$ cat src/hdl/wtsp_pkg.sv
`default_nettype none
package wtsp_pkg;

  // Default number of fraction bits of the fixed-point format.
  localparam int FRAC_BITS_DEF = 16;

  // Quotient bits below the clamp point of a normalized value (limit is 2^47).
  localparam int NDC_QBITS = 47;

  // Input item kinds carried on tuser.
  localparam logic OP_LOAD  = 1'b0;
  localparam logic OP_POINT = 1'b1;

  // Register indexes of the configuration port.
  localparam logic [1:0] REG_WIDTH  = 2'd0;
  localparam logic [1:0] REG_HEIGHT = 2'd1;
  localparam logic [1:0] REG_DMIN   = 2'd2;
  localparam logic [1:0] REG_DMAX   = 2'd3;

  // Reset values of the configuration registers.
  localparam logic [13:0] WIDTH_RST  = 14'd1920;
  localparam logic [13:0] HEIGHT_RST = 14'd1080;
  localparam logic [31:0] DMIN_RST   = 32'd65536;
  localparam logic [31:0] DMAX_RST   = 32'd75366;

  // Matrix storage, entry row*4+col.
  typedef logic [15:0][31:0] mat_t;

  // One lane of the restoring divider.
  typedef struct packed {
    logic [63:0]           r;
    logic [NDC_QBITS-1:0]  q;
    logic [NDC_QBITS-1:0]  nlo;
    logic                  big;
    logic                  neg;
  } div_lane_t;

  // Payload of one divider stage: three lanes share the divisor.
  typedef struct packed {
    logic             wzero;
    logic [63:0]      ud;
    div_lane_t [2:0]  lane;
  } div_pipe_t;

  // Signed 64-bit add that saturates at both ends.
  function automatic logic signed [63:0] sat_add(input logic signed [63:0] a,
                                                 input logic signed [63:0] b);
    logic signed [63:0] s;
    logic               ovf;
    begin
      s   = a + b;
      ovf = (a[63] == b[63]) && (s[63] != a[63]);
      if (ovf) begin
        sat_add = a[63] ? {1'b1, 63'd0} : {1'b0, {63{1'b1}}};
      end else begin
        sat_add = s;
      end
    end
  endfunction

endpackage
`default_nettype wire

$ cat src/hdl/wtsp_div_prep.sv
`default_nettype none
module wtsp_div_prep #(
  parameter int FRAC_BITS = wtsp_pkg::FRAC_BITS_DEF
) (
  input  wire logic                clk,
  input  wire logic                rst_n,
  input  wire logic                en,
  input  wire logic                in_vld,
  input  wire logic signed [63:0]  in_clip [4],
  output logic                     out_vld,
  output wtsp_pkg::div_pipe_t      out_data
);

  localparam int NW = 64 + FRAC_BITS;
  localparam int QB = wtsp_pkg::NDC_QBITS;

  logic                v7_r, v8_r;
  logic [2:0][63:0]    un_r;
  logic [2:0]          neg_r;
  logic [63:0]         ud_r;
  logic                wz_r;
  wtsp_pkg::div_pipe_t data_r, data_nxt;
  logic [NW-1:0]       num;
  logic [NW-QB-1:0]    hi;

  always_ff @(posedge clk) begin
    if (!rst_n) begin
      v7_r <= 1'b0;
      v8_r <= 1'b0;
    end else if (en) begin
      v7_r <= in_vld;
      v8_r <= v7_r;
    end
  end

  // Magnitudes and quotient signs.
  always_ff @(posedge clk) begin
    if (en) begin
      for (int i = 0; i < 3; i++) begin
        un_r[i]  <= in_clip[i][63] ? 64'(-in_clip[i]) : 64'(in_clip[i]);
        neg_r[i] <= in_clip[i][63] ^ in_clip[3][63];
      end
      ud_r   <= in_clip[3][63] ? 64'(-in_clip[3]) : 64'(in_clip[3]);
      wz_r   <= (in_clip[3] == 64'sd0);
      data_r <= data_nxt;
    end
  end

  // Leading quotient bits at or above the clamp point decide saturation;
  // below it the partial remainder starts from the high dividend bits.
  always_comb begin
    data_nxt.wzero = wz_r;
    data_nxt.ud    = ud_r;
    num = '0;
    hi  = '0;
    for (int i = 0; i < 3; i++) begin
      num = {un_r[i], {FRAC_BITS{1'b0}}};
      hi  = num[NW-1:QB];
      data_nxt.lane[i].r   = 64'(hi);
      data_nxt.lane[i].q   = '0;
      data_nxt.lane[i].nlo = num[QB-1:0];
      data_nxt.lane[i].big = (64'(hi) >= ud_r);
      data_nxt.lane[i].neg = neg_r[i];
    end
  end

  assign out_vld  = v8_r;
  assign out_data = data_r;

endmodule
`default_nettype wire

$ cat config.mk
export PLATFORM = sky130hd
export DESIGN_NAME = wtsp_div_prep
export DESIGN_NICKNAME = d
export VERILOG_FILES = /design/src/hdl/wtsp_pkg.sv /design/src/hdl/wtsp_div_prep.sv
export SDC_FILE = /design/constraint.sdc
export NUM_CORES = 1
export LEC_CHECK = 0
export ABC_CLOCK_PERIOD_IN_PS = 2100
export BUFFER_PORTS_ARGS = -buffer_cell sky130_fd_sc_hd__buf_2
export CAP_MARGIN = 20
export CORE_AREA = 10 10 309 311
export DETAILED_ROUTE_END_ITERATION = 8
export DIE_AREA = 0 0 319 321
export SLEW_MARGIN = 40
export SYNTH_ARGS = -nofsm -noshare
export SYNTH_HDL_FRONTEND = slang
export SYNTH_SLANG_ARGS = --single-unit
$ cat constraint.sdc
create_clock -name clk -period 2.1 [get_ports clk]
set_input_delay 0.105 -clock clk [delete_from_list [all_inputs] [get_ports clk]]
set_output_delay 0.105 -clock clk [all_outputs]
set_load 0.02 [all_outputs]
==> results.md <==
- The hold violation count in the final report came to 0.
- The delay contributed by the slowest stage of the critical path is 0.52 ns.
- Across every metal layer, demand over resource in global routing totals 0.173.
- The pin count of the biggest net entering global routing is 90.
- The setup check on the worst reg-to-reg path leaves a slack of -0.13 ns.
- The fraction of layout cells with a size suffix above 1 is 0.357.
- In the finished design, the share of the clock period the worst path needs comes to 1.06.
- For this design the static power due to leakage is 14.8 nW.
- Summed over all layers, the routed wires come to 93,400 µm.
- The via count of the first global-routing pass is 20,513.
- The remaining antenna violation count after routing is 0.
- The normalized max-slew margin is 0.567.
- In this run the core area contains 110 standard-cell rows.
- The average cell area after synthesis is 13.5 µm².
- The origin of the critical flop-to-flop path is ud_r[26].
- The initial antenna violation count came to 17.
- Setup violations remaining at the end of the flow were counted as 3.
- STA classifies the critical path startpoint as a register.
- Counting along the longest clock path gives a buffer depth of 3.
- The checks that failed: negative setup slack.
- STA classifies the critical path endpoint as a register.
- The die width is 319 µm.
- The effective utilization at floorplan is 0.291.
- Port buffering added 523 buffers.
- For the worst-skew pair, the clock arrives at the later sink with an insertion delay of 0.64 ns.
- The post-synth design cell area is 0.0260 mm².
- The aggregate negative setup slack is -0.232 ns.
- The placer's final routability congestion estimate is 0.878.
- Leaving out fill and tap cells, the most frequent cells in the layout are edfxtp_1, buf_2, buf_4.
- The clock tree from TritonCTS is done.
- Including well taps, the total number of placed cells is 3,954.
- Setup repair after global routing could not meet its margin everywhere.
- The number of top-level pins is 806.
- For this run, the top clock speed supported by timing is 449 MHz.
- The family with the most delay on the worst path is simple AND/OR/NAND/NOR gates.
- The number of detailed-route iterations in the first pass is 5.
- The kind of critical path is register to register.
- The number of max-slew violations in the final report came to 0.
- Clock tree synthesis found a total of 525 sinks.
- The setup slack at placement is -0.400 ns.
- After detailed routing, the number of vias per cell comes to 4.47.
- The cell with the largest stage delay on the worst path is or4_4.
- Counting stages on the worst path, the most repeated cell is buf_6.
- The count of cell types in the netlist is 55.
- The final instance count without filler cells is 4,360.
- The worst hold slack across all endpoints is 0.0187 ns.
- Of all flip-flops after synthesis, the portion carrying an async set or reset was 0.
- The area added between synthesis and finish is 43.9%.
- CTS built an H-tree with a depth of 2.
- After layout, the worst setup slack is -0.126 ns.
- Traced cell by cell, the critical path runs through clkinvlp_4 > buf_6 > buf_6 > ha_4 > nand4_1 > or4_4 > a311oi_2 > o221a_2.
- Among all flip-flop cells after synthesis, the most frequent one is edfxtp_1.
- The total die area is 0.102 mm².
- The minimum clock period after layout is 2.23 ns.
- The sum of overflow across all layers after global routing is 0.
- The critical path required time is 2.62 ns.
- The wire length per cell after detailed routing is 21.4 µm.
- The tool flagged a number of max-cap violations equal to 0.
- The number of clock buffers added by TritonCTS is 61.
- The largest driver fanout on the critical path is 2.
- The number of warnings reported in the yosys synthesis log is 0.
- In this run, synthesis produced a sequential element count of 525.
- The arrival time of the worst setup path is 2.75 ns.
- The die is 321 µm tall.
- The power after layout is 29.2 mW.
- The sequential cell area fraction in the yosys report is 0.606.
- The capture endpoint of the worst hold path is ud_r[39].
- The number of stages on the worst hold path is 4.
- The worst hold path startpoint is in_clip[35].
- The count of nets after finishing is 3,488.
- The flow ran to the end, but the final reports show violations.
- The HPWL after detailed placement is 73,700 µm.
- The core area is 0.0893 mm².
- The total via count in the routed design is 19,502.
- Synthesis produced 1,925 cells.
- The wire length of the first global-routing pass is 133,000 µm.
- The number of DRC markers in iteration 0 is 1,571.
- Counting both buffers and inverters, the worst setup path holds a total of 3.
- The power per unit of standard cell area is 781 mW/mm².
- For the pin with the worst max-slew slack, the measured transition is 0.650 ns.
- The tightest min-delay check is of the primary input to register type.
- After detailed routing, the number of remaining DRC violations is 0.
- The cell sitting at the root of the clock tree is a clkbuf_16.
- The worst-case reg-to-reg path depth is 8.
- Across the routed clock network, the largest skew measured is 0.0211 ns.
- The most common cell after layout, fill and taps aside is edfxtp_1.
- The maximum ir drop on the vdd rail is 0.549 mV.
- The clock input transition at the sequential cells of the worst setup and hold paths is 0.07 ns.
- The endpoint identified for the worst register-to-register timing path is out_data[1].
- Fill cells in the final layout number 8,314.
- Yosys mapped a number of flops with a built-in enable equal to 523.
[logic make-up (layout without fill, tap and decap cells)]
logic type	count (synthesis)	count (layout)	share of synthesized area
AO/OA/AOI/OAI	283	283	0.0760
other	1	290	0.000144
multiplexers	2	2	0.000771
flip-flops	525	525	0.606
XOR/XNOR	247	247	0.0833
adder cells (fa/ha/maj)	103	103	0.0496
AND/OR/NAND/NOR	396	396	0.0901
buffers and inverters	368	1338	0.0941
[metrics by stage]
stage | area [µm²] | util
finish | 37400 | 0.419
global route | 37400 | 0.419
CTS | 36900 | 0.413
detailed placement | 32000 | 0.358
global placement | 32000 | 0.358
floorplan | 27000 | -
[synthesized netlist by cell type (23+ instances only)]
cell type,number,area (µm²)
edfxtp_1,523,15700
buf_4,282,2120
xnor2_1,244,2140
ha_1,103,1290
nand2_1,95,357
o31ai_1,90,676
o21ai_0,60,300
or4_1,47,353
inv_1,46,173
o41ai_1,46,403
or3_1,42,263
nor2_1,36,135
clkbuf_1,35,131
nand3_1,32,160
a21oi_1,30,150
nand4_1,25,156
nor4_1,25,156
nor3_1,24,120
o21ai_1,23,115
[flip-flops by register name, summed over array words and instances (netlist names)]
| signal | count |
|---|---|
| wz_r | 1 |
| ud_r | 64 |
| v7_r | 1 |
| out_vld | 1 |
| neg_r | 3 |
| data_nxt | 192 |
| out_data | 263 |
[routing by layer]
| metal | vias to the layer above | wire (µm) | GRT usage |
|---|---|---|---|
| li1 | 9162 | - | - |
| met1 | 9468 | 39400 | 0.216 |
| met2 | 713 | 45400 | 0.292 |
| met3 | 147 | 5560 | 0.0369 |
| met4 | 12 | 2960 | 0.0612 |
| met5 | - | 61 | 0 |
[cell type report]
| type | instances | area, µm² | area share |
|---|---|---|---|
| repair buffers | 1178 | 8560 | 0.229 |
| clock buffers | 73 | 1590 | 0.0426 |
| diodes | 8 | 20.0 | 0.000535 |
| multi-input cells | 1313 | 9420 | 0.252 |
| clock inverters | 41 | 414 | 0.0111 |
| inverters | 46 | 176 | 0.00472 |
| well taps | 1176 | 1470 | 0.0393 |
| flip-flops and latches | 525 | 15700 | 0.421 |
[power breakdown]
| group | switching (mW) | internal [mW] | leakage, nW | total, mW |
|---|---|---|---|---|
| logic | 3.03 | 2.16 | 8.71 | 5.19 |
| registers | 0.548 | 12.8 | 5.14 | 13.3 |
| clock network | 4.53 | 6.17 | 0.954 | 10.7 |
[worst max path at each step]
stage	from	endpoint	cells past startpoint
finish	ud_r[26]	out_data[1]	8
global route	ud_r[26]	out_data[1]	8
CTS	ud_r[26]	out_data[1]	8
detailed placement	in_clip[75]	data_nxt[444]	8
global placement	in_clip[151]	data_nxt[283]	7
floorplan	in_clip[116]	data_nxt[443]	6
[worst min-delay path, delay by kind of cell]
family | cells | cell delay (ns)
compound gates | 1 | 0.08
xor+xnor | 1 | 0.12
buf+inv | 1 | 0.09
simple gates | 1 | 0.14
[what timing repair did]
item	4_1_cts	5_1_grt
gates resized for setup	28	85
endpoints found under the hold margin	276	3
buffers inserted	11	3
setup endpoints to repair	3	75
pin swaps	13	16
cloned	0	0
hold buffers	271	3
Power figures use the tool's default switching activity.
