File: config.mk
export PLATFORM = sky130hd
export DESIGN_NAME = wtsp_screen
export DESIGN_NICKNAME = d
export VERILOG_FILES = /design/src/hdl/wtsp_pkg.sv /design/src/hdl/wtsp_screen.sv
export SDC_FILE = /design/constraint.sdc
export NUM_CORES = 2
export LEC_CHECK = 0
export ABC_AREA = 1
export BUFFER_PORTS_ARGS = -buffer_cell sky130_fd_sc_hd__buf_4
export CAP_MARGIN = 40
export CORE_ASPECT_RATIO = 0.7
export CORE_MARGIN = 2
export CORE_UTILIZATION = 49
export CTS_CLUSTER_DIAMETER = 100
export DETAILED_ROUTE_END_ITERATION = 12
export GPL_ROUTABILITY_DRIVEN = 0
export PLACE_DENSITY_LB_ADDON = 0.1
export RECOVER_POWER = 100
export SETUP_SLACK_MARGIN = 0.5
export SLEW_MARGIN = 15
export SYNTH_ARGS = -nofsm -noshare
export SYNTH_HDL_FRONTEND = slang
export SYNTH_SLANG_ARGS = --single-unit
File: constraint.sdc
create_clock -name clk -period 7.95 [get_ports clk]
set_clock_uncertainty 0.05 [all_clocks]
set_input_delay 0.795 -clock clk [delete_from_list [all_inputs] [get_ports clk]]
set_output_delay 0.795 -clock clk [all_outputs]
set_load 0.03 [all_outputs]
File: src/hdl/wtsp_pkg.sv
`default_nettype none
package wtsp_pkg;

  // Default number of fraction bits of the fixed-point format.
  localparam int FRAC_BITS_DEF = 16;

  // Quotient bits below the clamp point of a normalized value (limit is 2^47).
  localparam int NDC_QBITS = 47;

  // Input item kinds carried on tuser.
  localparam logic OP_LOAD  = 1'b0;
  localparam logic OP_POINT = 1'b1;

  // Register indexes of the configuration port.
  localparam logic [1:0] REG_WIDTH  = 2'd0;
  localparam logic [1:0] REG_HEIGHT = 2'd1;
  localparam logic [1:0] REG_DMIN   = 2'd2;
  localparam logic [1:0] REG_DMAX   = 2'd3;

  // Reset values of the configuration registers.
  localparam logic [13:0] WIDTH_RST  = 14'd1920;
  localparam logic [13:0] HEIGHT_RST = 14'd1080;
  localparam logic [31:0] DMIN_RST   = 32'd65536;
  localparam logic [31:0] DMAX_RST   = 32'd75366;

  // Matrix storage, entry row*4+col.
  typedef logic [15:0][31:0] mat_t;

  // One lane of the restoring divider.
  typedef struct packed {
    logic [63:0]           r;
    logic [NDC_QBITS-1:0]  q;
    logic [NDC_QBITS-1:0]  nlo;
    logic                  big;
    logic                  neg;
  } div_lane_t;

  // Payload of one divider stage: three lanes share the divisor.
  typedef struct packed {
    logic             wzero;
    logic [63:0]      ud;
    div_lane_t [2:0]  lane;
  } div_pipe_t;

  // Signed 64-bit add that saturates at both ends.
  function automatic logic signed [63:0] sat_add(input logic signed [63:0] a,
                                                 input logic signed [63:0] b);
    logic signed [63:0] s;
    logic               ovf;
    begin
      s   = a + b;
      ovf = (a[63] == b[63]) && (s[63] != a[63]);
      if (ovf) begin
        sat_add = a[63] ? {1'b1, 63'd0} : {1'b0, {63{1'b1}}};
      end else begin
        sat_add = s;
      end
    end
  endfunction

endpackage
`default_nettype wire

File: src/hdl/wtsp_screen.sv
`default_nettype none
module wtsp_screen #(
  parameter int FRAC_BITS = wtsp_pkg::FRAC_BITS_DEF
) (
  input  wire logic                 clk,
  input  wire logic                 rst_n,
  input  wire logic                 en,
  input  wire logic                 in_vld,
  input  wire wtsp_pkg::div_pipe_t  in_data,
  input  wire logic [13:0]          width,
  input  wire logic [13:0]          height,
  input  wire logic signed [31:0]   depth_min,
  input  wire logic signed [31:0]   depth_max,
  output logic                      out_vld,
  output logic [31:0]               out_sx,
  output logic [31:0]               out_sy,
  output logic                      out_vis
);

  localparam int QB = wtsp_pkg::NDC_QBITS;
  localparam logic signed [49:0] ONE = 50'sd1 <<< FRAC_BITS;
  localparam logic signed [63:0] S32_MAX = 64'sd2147483647;
  localparam logic signed [63:0] S32_MIN = -64'sd2147483648;

  logic                     vf_r, vm_r, vo_r;
  logic signed [QB+1:0]     nx_r, ny_r;
  logic signed [QB+1:0]     ndc [3];
  logic [QB:0]              mag;
  logic                     visf_r, vism_r, viso_r;
  logic                     vis_nxt;
  logic signed [63:0]       px_r, py_r;
  logic signed [63:0]       tx, ty;
  logic [31:0]              sx_r, sy_r;

  always_ff @(posedge clk) begin
    if (!rst_n) begin
      vf_r <= 1'b0;
      vm_r <= 1'b0;
      vo_r <= 1'b0;
    end else if (en) begin
      vf_r <= in_vld;
      vm_r <= vf_r;
      vo_r <= vm_r;
    end
  end

  // Clamp and sign the quotients, then test depth against the open window.
  always_comb begin
    mag = '0;
    for (int i = 0; i < 3; i++) begin
      mag    = in_data.lane[i].big ? {1'b1, {QB{1'b0}}} : {1'b0, in_data.lane[i].q};
      ndc[i] = in_data.lane[i].neg ? -$signed({1'b0, mag}) : $signed({1'b0, mag});
    end
    vis_nxt = !in_data.wzero && (64'(ndc[2]) > 64'(depth_min))
              && (64'(ndc[2]) < 64'(depth_max));
  end

  // Floor of half the scaled value, saturated to 32 bits.
  always_comb begin
    tx = px_r >>> 1;
    ty = py_r >>> 1;
    if (tx > S32_MAX) tx = S32_MAX;
    if (tx < S32_MIN) tx = S32_MIN;
    if (ty > S32_MAX) ty = S32_MAX;
    if (ty < S32_MIN) ty = S32_MIN;
  end

  always_ff @(posedge clk) begin
    if (en) begin
      nx_r   <= ndc[0];
      ny_r   <= ndc[1];
      visf_r <= vis_nxt;
      px_r   <= (50'(nx_r) + ONE) * $signed({1'b0, width});
      py_r   <= (ONE - 50'(ny_r)) * $signed({1'b0, height});
      vism_r <= visf_r;
      sx_r   <= vism_r ? tx[31:0] : 32'd0;
      sy_r   <= vism_r ? ty[31:0] : 32'd0;
      viso_r <= vism_r;
    end
  end

  assign out_vld = vo_r;
  assign out_sx  = sx_r;
  assign out_sy  = sy_r;
  assign out_vis = viso_r;

endmodule
`default_nettype wire

==> impl_summary.txt <==
----------------------------------------------------
[Timing]
  Smallest hold slack ... between 0.3 and 0.4 ns
  Number of setup violations in the final report ... 0
  Part of the cycle the worst path needs ... 0.971
  Slew at the pin closest to its max-slew limit ... approximately 5.4 ns
  Max transition margin ... -2.62
  Highest clock rate ... ~0.13 GHz
  Post-route worst setup slack ... approximately 0.23 ns
  Shortest clock period the worst path allows after layout ... 7.72 ns
  Setup repair after global routing missed its margin ... yes
  Final Hold Viols ... 0
  Final Max Slew Viols ... between 200 and 300
  Sum Neg Setup Slack ... 0 ns

[Worst setup path]
  Endpoint kind of the worst setup timing path ... register
  Arrival time at the worst endpoint ... around 8.0 ns
  Critical path required time ... about 8 ns
  Largest driver fanout on the critical path ... 7
  WS Path Type ... reg2reg
  Critical path launch point type ... register

[Routing]
  Count of routing violations after the opening detailed-route iteration ... 6223
  Routed via count ... ~59000
  Routed WL per cell ... approximately 20 um
  DRC violation count after routing ... 0
  Total wire length ... ~230 mm
  Antenna-violating nets left ... 0
  Length of the first detailed-routing pass in iterations ... 6
  Via density per instance ... ~5.4

[Layout]
  Most used cells in the layout excluding fill and tap cells ... sky130_fd_sc_hd__inv_1 (2008), sky130_fd_sc_hd__nand2_1 (1824), sky130_fd_sc_hd__fa_1 (1227)
  Number of nets in the finished design ... around 11000
  Post-route standard cell area excluding fillers ... roughly 0.077 mm^2
  Layout fillers ... 12803
  Share of layout cells above drive strength 1 ... 0.124
  Area growth from synthesis to layout ... 13.6%
  Commonest non-fill, non-tap cell in the layout ... sky130_fd_sc_hd__inv_1

[CTS]
  Cell at the root of the clock tree ... sky130_fd_sc_hd__clkbuf_16
  CTS Buffer Depth ... 3
  Clock input transition at the sequential cells of the worst setup and hold paths ... around 0.070 ns
  Number of buffers inserted for hold repair after clock tree synthesis ... 0
  Number of clock buffers inserted by TritonCTS ... 34
  TritonCTS Sinks ... roughly 300
  Clock latency on the worst-skew pair ... 0.63 ns
  CTS tree ... built
  H-tree depth ... 2

[Global route]
  Global-route wire length before repair ... roughly 350 mm
  Initial antenna violation count ... 12
  Overflow left after global routing ... 0
  Number of global-route vias before repair ... between 50000 and 60000
  Total track usage ... 0.323
  Largest net degree at the start of global routing ... just over 90

[Synth]
  Mean Syn Cell Area ... a little under 8 um^2
  Post-Syn Area ... just under 0.07 mm^2
  Ys Warns ... 0
  Net Count, Synth ... approximately 11000
  Share of the synthesized area in the top cell type ... 0.369
  Number of instances in the synthesized netlist ... 8686
  Share of the yosys chip area belonging to registers ... 0.130
  Top cells by area in the synthesized netlist ... sky130_fd_sc_hd__fa_1 (37%), sky130_fd_sc_hd__edfxtp_1 (13%), sky130_fd_sc_hd__inv_1 (11%)
  Distinct cells, synth ... 57
  Area leader, netlist ... sky130_fd_sc_hd__fa_1
  Register bit total from synthesis ... 294

[Min path]
  Kind of path behind the tightest hold check ... reg2reg

[Die]
  DIE HEIGHT ... around 310 um
  Core area ... about 0.14 mm^2
  Floorplan row count ... between 100 and 150
  I/O Pins ... slightly above 700
  Initial cell density of the core ... 0.496
  Horizontal die dimension ... 448 um
  Die Area ... 0.141 mm^2

[Placed design]
  Area of placed instances ... between 0.07 and 0.08 mm^2
  Number of port buffers ... ~310
  DP Wirelength ... approximately 190 mm
  Worst slack at placement ... 0.220 ns

[Outcome]
  Status ... finished, violations left
  Failing checks ... max-capacitance violations, max-slew violations

[Job]
  Count of max-cap constraint violations ... 5

----------------------------------------------------
## stage by stage
stage | util | cells
finish | 0.563 | 11054
global route | 0.563 | 11048
CTS | 0.550 | 10977
detailed placement | 0.540 | 10906
global placement | 0.539 | 10903
floorplan | - | 8686
## per-layer routing
metal,track usage,vias up,part of all wire
met5,0.0118,-,0.00088
met4,0.0435,6,0.013
met3,0.143,227,0.16
met2,0.411,3310,0.37
met1,0.506,28981,0.46
li1,-,26974,-
## final cells by class
cell class,count,area [um^2],area share
timing repair buffer,677,4940,0.0644
sequential,294,8800,0.115
tap,1840,2300,0.0300
clock buffer,41,877,0.0114
antenna,9,22.5,0.000294
timing repair inverter,1,7.51,0.0000979
inverter,2076,7840,0.102
clock inverter,19,179,0.00233
multi-input combinational,6097,51700,0.675
## registers in the layout, summed over array words and instances, names as in the netlist
name / flops
out_sy: 32
vf_r: 1
ny_r: 49
out_sx: 32
visf_r: 1
out_vis: 1
out_vld: 1
vism_r: 1
nx_r: 49
vm_r: 1
py_r: 63
px_r: 63
## cells in the mapped netlist (all sizes together)
cell and number:
clkinv 15, o31ai 5, nor3 79, nand4 107, clkbuf 186, o41ai 1, nand3 367, a21oi 280
a31oi 9, o22ai 1, ha 382, inv 2061, nand3b 11, nor3b 2, a21o 13, a21boi 6
buf 33, nor2 1128, and2 4, and3 1, xor2 162, o21bai 26, o21ai 212, nand2 1919
o21a 9, fa 1244, xnor2 61, nor4 41, dfxtp 3, o211ai 4, edfxtp 291, or2 23
## kinds of logic (layout without fill, tap and decap cells)
logic type / count (synthesis) / count (layout) / share of synthesized area
adder cells (fa/ha/maj): 1626 / 1626 / 0.440
buffers and inverters: 2295 / 2814 / 0.129
other: 0 / 9 / 0
AO/OA/AOI/OAI: 566 / 566 / 0.0456
AND/OR/NAND/NOR: 3682 / 3682 / 0.226
flip-flops: 294 / 294 / 0.130
XOR/XNOR: 223 / 223 / 0.0296
## worst max-delay path: stages, from the launching register on
cell	delay (ns)
sky130_fd_sc_hd__edfxtp_1	0.44
sky130_fd_sc_hd__buf_4	0.18
sky130_fd_sc_hd__xnor2_1	0.13
sky130_fd_sc_hd__clkbuf_1	0.50
sky130_fd_sc_hd__inv_1	0.47
sky130_fd_sc_hd__clkbuf_1	0.50
sky130_fd_sc_hd__nor2_1	0.14
sky130_fd_sc_hd__fa_1	0.51
sky130_fd_sc_hd__fa_1	0.50
sky130_fd_sc_hd__fa_1	0.54
sky130_fd_sc_hd__inv_1	0.05
sky130_fd_sc_hd__fa_1	0.48
sky130_fd_sc_hd__inv_1	0.12
sky130_fd_sc_hd__fa_1	0.57
sky130_fd_sc_hd__fa_2	0.67
sky130_fd_sc_hd__ha_4	0.25
sky130_fd_sc_hd__a21o_1	0.22
sky130_fd_sc_hd__nor2_1	0.15
sky130_fd_sc_hd__nand3_1	0.21
sky130_fd_sc_hd__nand3_1	0.19
sky130_fd_sc_hd__nand3_4	0.15
sky130_fd_sc_hd__nand2_1	0.11
sky130_fd_sc_hd__nand2_1	0.05
sky130_fd_sc_hd__nand2_1	0.06
sky130_fd_sc_hd__nand2_1	0.17
## path summary, 6_finish.rpt
check / cells after the start / slack [ns] / start / end
hold reg to reg: 0 / 0.35 / visf_r / vism_r
setup reg to reg: 24 / 0.23 / ny_r[2] / py_r[39]
setup / recovery: 24 / 0.23 / ny_r[2] / py_r[39]
hold / removal: 0 / 0.35 / visf_r / vism_r
## repair_timing
item                                    in CTS  in global routing
pin swaps                                    5                 74
resized for setup                           62                458
buffers inserted                            11                 67
gates cloned                                 0                  1
hold endpoints to repair                     0                  0
endpoints found under the setup margin      47                 80
Power is left out: the tool's default activity adds up to more than one toggle a clock period on the data nets, which glitch-free logic cannot reach.
