==> config.mk <==
export PLATFORM = sky130hd
export DESIGN_NAME = wtsp_div_stage
export DESIGN_NICKNAME = d
export VERILOG_FILES = /design/src/hdl/wtsp_pkg.sv /design/src/hdl/wtsp_div_stage.sv
export SDC_FILE = /design/constraint.sdc
export NUM_CORES = 1
export LEC_CHECK = 0
export BUFFER_PORTS_ARGS = -buffer_cell sky130_fd_sc_hd__buf_2
export CAP_MARGIN = 40
export CORE_AREA = 2 2 432 434
export DETAILED_ROUTE_END_ITERATION = 8
export DIE_AREA = 0 0 434 436
export GPL_ROUTABILITY_DRIVEN = 0
export GPL_TIMING_DRIVEN = 0
export MAX_ROUTING_LAYER = met4
export PLACE_DENSITY = 0.38
export SLEW_MARGIN = 10
export SYNTH_ARGS = -nofsm -noshare
export SYNTH_HDL_FRONTEND = slang
export SYNTH_SLANG_ARGS = --single-unit
export TNS_END_PERCENT = 20
==> constraint.sdc <==
create_clock -name clk -period 4.5 [get_ports clk]
set_input_delay 0.9 -clock clk [delete_from_list [all_inputs] [get_ports clk]]
set_output_delay 0.9 -clock clk [all_outputs]
set_load 0.02 [all_outputs]
==> src/hdl/wtsp_pkg.sv <==
`default_nettype none
package wtsp_pkg;

  // Default number of fraction bits of the fixed-point format.
  localparam int FRAC_BITS_DEF = 16;

  // Quotient bits below the clamp point of a normalized value (limit is 2^47).
  localparam int NDC_QBITS = 47;

  // Input item kinds carried on tuser.
  localparam logic OP_LOAD  = 1'b0;
  localparam logic OP_POINT = 1'b1;

  // Register indexes of the configuration port.
  localparam logic [1:0] REG_WIDTH  = 2'd0;
  localparam logic [1:0] REG_HEIGHT = 2'd1;
  localparam logic [1:0] REG_DMIN   = 2'd2;
  localparam logic [1:0] REG_DMAX   = 2'd3;

  // Reset values of the configuration registers.
  localparam logic [13:0] WIDTH_RST  = 14'd1920;
  localparam logic [13:0] HEIGHT_RST = 14'd1080;
  localparam logic [31:0] DMIN_RST   = 32'd65536;
  localparam logic [31:0] DMAX_RST   = 32'd75366;

  // Matrix storage, entry row*4+col.
  typedef logic [15:0][31:0] mat_t;

  // One lane of the restoring divider.
  typedef struct packed {
    logic [63:0]           r;
    logic [NDC_QBITS-1:0]  q;
    logic [NDC_QBITS-1:0]  nlo;
    logic                  big;
    logic                  neg;
  } div_lane_t;

  // Payload of one divider stage: three lanes share the divisor.
  typedef struct packed {
    logic             wzero;
    logic [63:0]      ud;
    div_lane_t [2:0]  lane;
  } div_pipe_t;

  // Signed 64-bit add that saturates at both ends.
  function automatic logic signed [63:0] sat_add(input logic signed [63:0] a,
                                                 input logic signed [63:0] b);
    logic signed [63:0] s;
    logic               ovf;
    begin
      s   = a + b;
      ovf = (a[63] == b[63]) && (s[63] != a[63]);
      if (ovf) begin
        sat_add = a[63] ? {1'b1, 63'd0} : {1'b0, {63{1'b1}}};
      end else begin
        sat_add = s;
      end
    end
  endfunction

endpackage
`default_nettype wire

==> src/hdl/wtsp_div_stage.sv <==
`default_nettype none
module wtsp_div_stage (
  input  wire logic                 clk,
  input  wire logic                 rst_n,
  input  wire logic                 en,
  input  wire logic                 in_vld,
  input  wire wtsp_pkg::div_pipe_t  in_data,
  output logic                      out_vld,
  output wtsp_pkg::div_pipe_t       out_data
);

  localparam int QB = wtsp_pkg::NDC_QBITS;

  logic                vld_r;
  wtsp_pkg::div_pipe_t data_r, data_nxt;
  logic [64:0]         rs;
  logic [64:0]         diff;
  logic                ge;

  always_ff @(posedge clk) begin
    if (!rst_n) begin
      vld_r <= 1'b0;
    end else if (en) begin
      vld_r <= in_vld;
    end
  end

  // One restoring step per lane: shift in a dividend bit, compare, subtract.
  always_comb begin
    data_nxt = in_data;
    rs   = '0;
    diff = '0;
    ge   = 1'b0;
    for (int i = 0; i < 3; i++) begin
      rs   = {in_data.lane[i].r, in_data.lane[i].nlo[QB-1]};
      diff = rs - {1'b0, in_data.ud};
      ge   = (rs >= {1'b0, in_data.ud});
      data_nxt.lane[i].r   = ge ? diff[63:0] : rs[63:0];
      data_nxt.lane[i].q   = {in_data.lane[i].q[QB-2:0], ge};
      data_nxt.lane[i].nlo = {in_data.lane[i].nlo[QB-2:0], 1'b0};
    end
  end

  always_ff @(posedge clk) begin
    if (en) begin
      data_r <= data_nxt;
    end
  end

  assign out_vld  = vld_r;
  assign out_data = data_r;

endmodule
`default_nettype wire

==> results of run 1 <==
-- critical path, delay by kind of cell --
kind,cells,cell delay [ns]
AO/OA/AOI/OAI,1,0.24
adder cells (fa/ha/maj),1,0.34
buffers and inverters,25,3.05
AND/OR/NAND/NOR,2,0.45
-- registers in the layout, indices dropped and copies added (netlist names) --
| signal | cells |
|---|---|
| out_data | 542 |
| out_vld | 1 |
-- area by class of cell --
class	count	area [µm²]	area share (%)
plain buffers	103	599	1.39
clock buffers	90	1980	4.59
flip-flops and latches	543	16300	37.9
inverters	145	603	1.40
repair buffers	1163	6490	15.1
multi-input cells	1945	13300	31.0
well taps	2480	3100	7.21
diodes	54	135	0.314
clock inverters	50	498	1.16
-- power groups by stage --
stage	registers (mW)	logic, mW	clock network (mW)
floorplan	7.22	1.81	0
global placement	6.65	4.66	0
finish	6.44	4.86	6.17
CTS	6.45	4.92	6.45
global route	6.49	5.20	6.61
detailed placement	6.55	4.68	0
-- cells in the final DEF (no fill, tap or decap), drive strengths merged, types with 7 or more instances in the layout --
cell type  count
nor3          36
nand2b        14
o21bai        47
ha           192
nand2        170
o21ai        148
a21oi        372
o41ai          7
and4           7
nand4         58
a211oi        27
o211ai        17
xnor2         98
clkbuf       169
and3          28
nor2         261
diode         54
a31oi         23
and2          12
mux2          19
nor2b         19
a221oi         8
o21a          24
clkinvlp      15
or2            7
nor4          11
inv          140
a21o         109
clkinv        34
nand3         31
edfxtp       542
o31ai         13
or3           18
buf         1186
xor2          69
a31o          10
-- worst max-delay path by stage --
| stage | from | to | slack [ns] |
|---|---|---|---|
| 2_1_floorplan | in_data[538] | out_data[295] | 0.65 |
| 3_3_place_gp | en | out_vld | -7.55 |
| 3_5_place_dp | in_data[539] | out_data[301] | -1.73 |
| 4_1_cts | in_data[538] | out_data[284] | -0.24 |
| 5_1_grt | in_data[537] | out_data[315] | -0.11 |
| 6_report | in_data[539] | out_data[319] | -0.05 |
-- per-layer routing --
metal	wire, µm	up-vias	GRT usage, %
met5	0	-	-
met2	102000	999	36.9
met3	9410	318	3.43
met1	59200	13700	17.0
met4	13700	0	12.8
li1	-	12900	-
-- kinds of logic (layout without fill, tap and decap cells) --
kind of cell | count (synthesis) | in the layout
AO/OA/AOI/OAI | 873 | 873
AND/OR/NAND/NOR | 686 | 686
flip-flops | 543 | 543
buffers and inverters | 257 | 1551
adder cells (fa/ha/maj) | 195 | 195
XOR/XNOR | 167 | 167
multiplexers | 21 | 21
other | 1 | 57
-- repair_timing --
action | in CTS | in global routing
endpoints found under the setup margin | 184 | 164
cloned | 8 | 0
gates resized for setup | 122 | 41
buffers inserted | 45 | 10
pin swaps | 12 | 17
==> flow_metrics.tcl, run 1 <==
set metrics [dict create \
    status "finished with violations" \
    violations "setup timing" \
    synthMuxAreaShare_pct 0.774 \
    hpwl_um 154000 \
    synth_ff_type "edfxtp_1" \
    layout-drive-gt1-share_pct 36.0 \
    netlist_area_um2 30200 \
    finalSetupTns_ns -0.0501 \
    ctsHoldBuffers 0 \
    grt_max_degree 102 \
    crit_required_ns 4.94 \
    min_path_type "in -> reg" \
    p_leak_nw 18.0 \
    postLayoutCoreUtil_pct 23.3 \
    synth_edf_count 542 \
    synth_top_cell_by_area "edfxtp_1" \
    end_kind "register" \
    finalHoldViolCount 0 \
    drt-pass1-iter-count 5 \
    cts_tree "yes" \
    die_area_um2 189000 \
    drcViolationCount 0 \
    synth-async-reset-ratio_pct 0 \
    r2r_cells 2 \
    startpoint_type "primary input" \
    period_needed_ns 4.55 \
    slew_viol_final 0 \
    cts_buffers 76 \
    period_share_pct 101 \
    r2r-end "out_vld" \
    syn2layout_area_growth_pct 42.3 \
    instances_no_fill 6573 \
    powerDensity_nw_per_um2 406 \
    synthDistinctLibCells 80 \
    r2r_start "out_vld" \
    finalSetupViolCount 1 \
    max_slew_margin_pct 42.8 \
    antenna_found_initial 89 \
    root_buffer "clkbuf_16" \
    ant_nets 0 \
    vdd_drop_max_uv 227 \
    synth_seq_cells 543 \
    seqPwrFrac_pct 36.9 \
    wirelength_um 185000 \
    yosysMostFrequentCell "edfxtp_1" \
    p_clk_share_pct 35.3 \
    synth_top_family_by_area "compound AO/OA/AOI/OAI gates" \
    worstHoldPathCells 1 \
    clk_latency_ns 0.67 \
    grt_pass1_vias 28100 \
    htree_num_levels 3 \
    reg2reg_slack_ns 3.91 \
    pre_cts_ws_ns -1.73 \
    crit_arrival_ns 4.99 \
    swShare_pct 34.7 \
    synthCells 2743 \
    internal_power_mw 11.4 \
    synth-simple-area-share_pct 10.5 \
    power.total_mw 17.5 \
    clock_skew_ns 0 \
    dp_cells 6330 \
    hp-start "in_data[8]" \
    drtIter0Drc 1603 \
    grt-ovfl-total 0 \
    rows 158 \
    synthAdderAreaFrac_pct 8.15 \
    fillers 20300 \
    grt_pass1_wl_um 241000 \
    worst_pin_slew_ns 0.852 \
    netlist_top_cells_count "542 x edfxtp_1, 343 x a21oi_1, 261 x nor2_1, 192 x ha_1, 170 x nand2_1" \
    layout.nets 4721 \
    cts_buffer_depth 3 \
    portBuffers 1088 \
    syn_avg_cell_area_um2 11.0 \
    synth_top_area_share_pct 53.9 \
    dieHeight_um 436 \
    design_area_um2 43000 \
    worst_slack_ns -0.0501 \
    start_util_pct 16.4 \
    whs_endpoint "out_data[9]" \
    path_class "in -> reg" \
    vias_per_cell 4.24 \
    cpPeakStageDelay_ns 0.34 \
    slowest_stage "ha_4" \
    grt_use_total_pct 19.3 \
    combPwrFrac_pct 27.8 \
    p_sw_mw 6.07 \
    synth_area_leaders "edfxtp_1 54%, ha_1 7.9%, a21oi_1 5.7%" \
    route.vias.total 27900 \
    seq_area_frac_synth_pct 53.9 \
    clkTransAtPathRegs_ns 0.06 \
    routedWlPerCell_um 28.1 \
    maxCapViolCount 0 \
    critPathMostFrequentCell "buf_4" \
    fmax_mhz 220 \
    core-area_um2 185000 \
    rsz0062_at_grt "yes" \
    io-pin-count 1095 \
    yosys_warnings 0 \
    placed_area_um2 39100 \
    cts_num_sinks 543 \
    synthXorXnorAreaFrac_pct 4.84 \
    synth-compound-area-share_pct 18.2 \
    crit_fanout 3 \
    fp.dieW_um 434 \
    hold_slack_ns 0.386 \
]
Power figures use the tool's default switching activity.
==> run 2, diff against run 1 <==
--- a/config.mk
+++ b/config.mk
@@ -14,6 +14,7 @@
 export GPL_TIMING_DRIVEN = 0
 export MAX_ROUTING_LAYER = met4
 export PLACE_DENSITY = 0.38
+export RECOVER_POWER = 100
 export SLEW_MARGIN = 10
 export SYNTH_ARGS = -nofsm -noshare
 export SYNTH_HDL_FRONTEND = slang
==> constraint.sdc (replaced) <==
create_clock -name clk -period 5.8 [get_ports clk]
set_input_delay 1.16 -clock clk [delete_from_list [all_inputs] [get_ports clk]]
set_output_delay 1.16 -clock clk [all_outputs]
set_load 0.02 [all_outputs]
==> run 2 against run 1 <==
The run ends with capacitance limit, slew limit left. Cell count down 0.78%. Sequential share of layout area up 2.1 points. Register-to-register slack better by 1.3 ns. Worst setup slack better by 0.23 ns. Critical path type unchanged. Highest routed layer unchanged.
==> flow_metrics.tcl, run 2 (same netlist as run 1, synthesis figures left out) <==
set metrics [dict create \
    status "finished with violations" \
    violations "capacitance limit, slew limit" \
    routedWlPerCell_um 27.9 \
    final_common_cell "clkbuf_1" \
    drcViolationCount 0 \
    instances_no_fill 6522 \
    cpPeakStageDelay_ns 0.68 \
    cts_num_sinks 543 \
    cts_tree "yes" \
    final_cell_mix "693 x clkbuf_1, 542 x edfxtp_1, 508 x buf_2" \
    clk_latency_ns 0.67 \
    cts_buffers 76 \
    rsz0062_at_grt "no" \
    max_slew_margin_pct -94.6 \
    hpwl_um 154000 \
    r2r_start "out_vld" \
    dp_cells 6330 \
    post_cts_resized 0 \
    critical_path_buf_inv_count 5 \
    powerDensity_nw_per_um2 325 \
    start_util_pct 16.4 \
    grt_use_total_pct 19.0 \
    period_needed_ns 5.63 \
    finalHoldViolCount 0 \
    crit_required_ns 6.22 \
    clock_skew_ns 0 \
    maxCapViolCount 4 \
    hp-start "out_vld" \
    layout-drive-gt1-share_pct 17.9 \
    crit_arrival_ns 6.05 \
    finalSetupViolCount 0 \
    vias_per_cell 4.21 \
    fp.dieW_um 434 \
    finalSetupTns_ns 0 \
    htree_num_levels 3 \
    startpoint "in_data[481]" \
    end_kind "register" \
    fmax_mhz 178 \
    drtIter0Drc 1607 \
    ant_nets 0 \
    grt-ovfl-total 0 \
    dieHeight_um 436 \
    slew_viol_final 284 \
    core-area_um2 185000 \
    rows 158 \
    ctsHoldBuffers 0 \
    slowest_stage "a211oi_2" \
    min_path_type "reg -> reg" \
    portBuffers 1088 \
    startpoint_type "primary input" \
    postCtsSetupRepairBufs 0 \
    worst_pin_slew_ns 2.92 \
    p_leak_nw 15.8 \
    crit_fanout 10 \
    wirelength_um 182000 \
    die_area_um2 189000 \
    vdd_drop_max_uv 176 \
    grt_pass1_wl_um 237000 \
    period_share_pct 97.0 \
    path_cells "clkbuf_1 -> inv_1 -> ha_1 -> nor2b_1 -> o21bai_1 -> a21oi_1 -> o21ai_0 -> a211oi_2 -> o31ai_1 -> a21oi_1 -> a31o_1 -> clkbuf_1 -> buf_8 -> buf_2 -> nor2_1 -> a21oi_1" \
    syn2layout_area_growth_pct 34.8 \
    critPathMostFrequentCell "a21oi_1" \
    grt_pass1_vias 27600 \
    route.vias.total 27400 \
    grt_max_degree 102 \
    layout.nets 4672 \
    clkTransAtPathRegs_ns 0.06 \
    root_buffer "clkbuf_16" \
    drt-pass1-iter-count 5 \
    antenna_found_initial 88 \
    largest_reg_flops 542 \
    fillers 20600 \
    cpLargestDelayFamily "compound AO/OA/AOI/OAI gates" \
    path_class "in -> reg" \
    cts_buffer_depth 3 \
    io-pin-count 1095 \
]
run 2: path summary, 6_finish.rpt:
check                                endpoint  slack [ns]  cells after the start
worst max-delay path            out_data[454]        0.17                     16
worst min-delay path                  out_vld        0.53                      2
worst max register to register        out_vld        5.17                      2
worst min register to register        out_vld        0.53                      2
run 2: final cells by class:
| type | instances | area (µm²) | share of cell area, % |
|---|---|---|---|
| Multi-Input combinational cell | 1945 | 12800 | 31.4 |
| Clock inverter | 50 | 498 | 1.22 |
| Timing Repair Buffer | 1105 | 4860 | 11.9 |
| Antenna cell | 52 | 130 | 0.319 |
| Inverter | 145 | 549 | 1.35 |
| Clock buffer | 90 | 1980 | 4.85 |
| Sequential cell | 543 | 16300 | 40.0 |
| Tap cell | 2480 | 3100 | 7.62 |
| Buffer | 112 | 526 | 1.29 |
run 2: tightest hold or removal path, stage by stage (launching register included):
cell     delay [ns]
dfxtp_1        0.32
mux2i_1        0.07
nor2b_1        0.10
run 2: report_power, final:
part | internal [mW] | switching (mW) | total [mW]
logic | 1.00 | 2.42 | 3.42
clock network | 2.73 | 2.05 | 4.78
registers | 4.86 | 0.159 | 5.02
total | 8.59 | 4.63 | 13.2
run 2: per-layer routing:
metal	track usage (%)	share of wire [%]	up-vias
met5	-	0	-
li1	-	-	12800
met4	11.8	6.4	0
met3	3.37	5.0	287
met2	36.8	56	939
met1	16.8	32	13500
run 2: per-stage QoR:
step                hold WS (ns)  util, %  power, mW  area [µm²]  setup WS (ns)
floorplan                  0.589        -       7.01       30200           1.69
global route               0.564     22.1       13.9       40700         0.0175
global placement           0.498     21.0       8.77       38800          -6.51
finish                     0.529     22.1       13.2       40700          0.175
detailed placement         0.519     21.2       8.71       39100         -0.695
CTS                        0.530     22.5       13.7       41600         0.0535
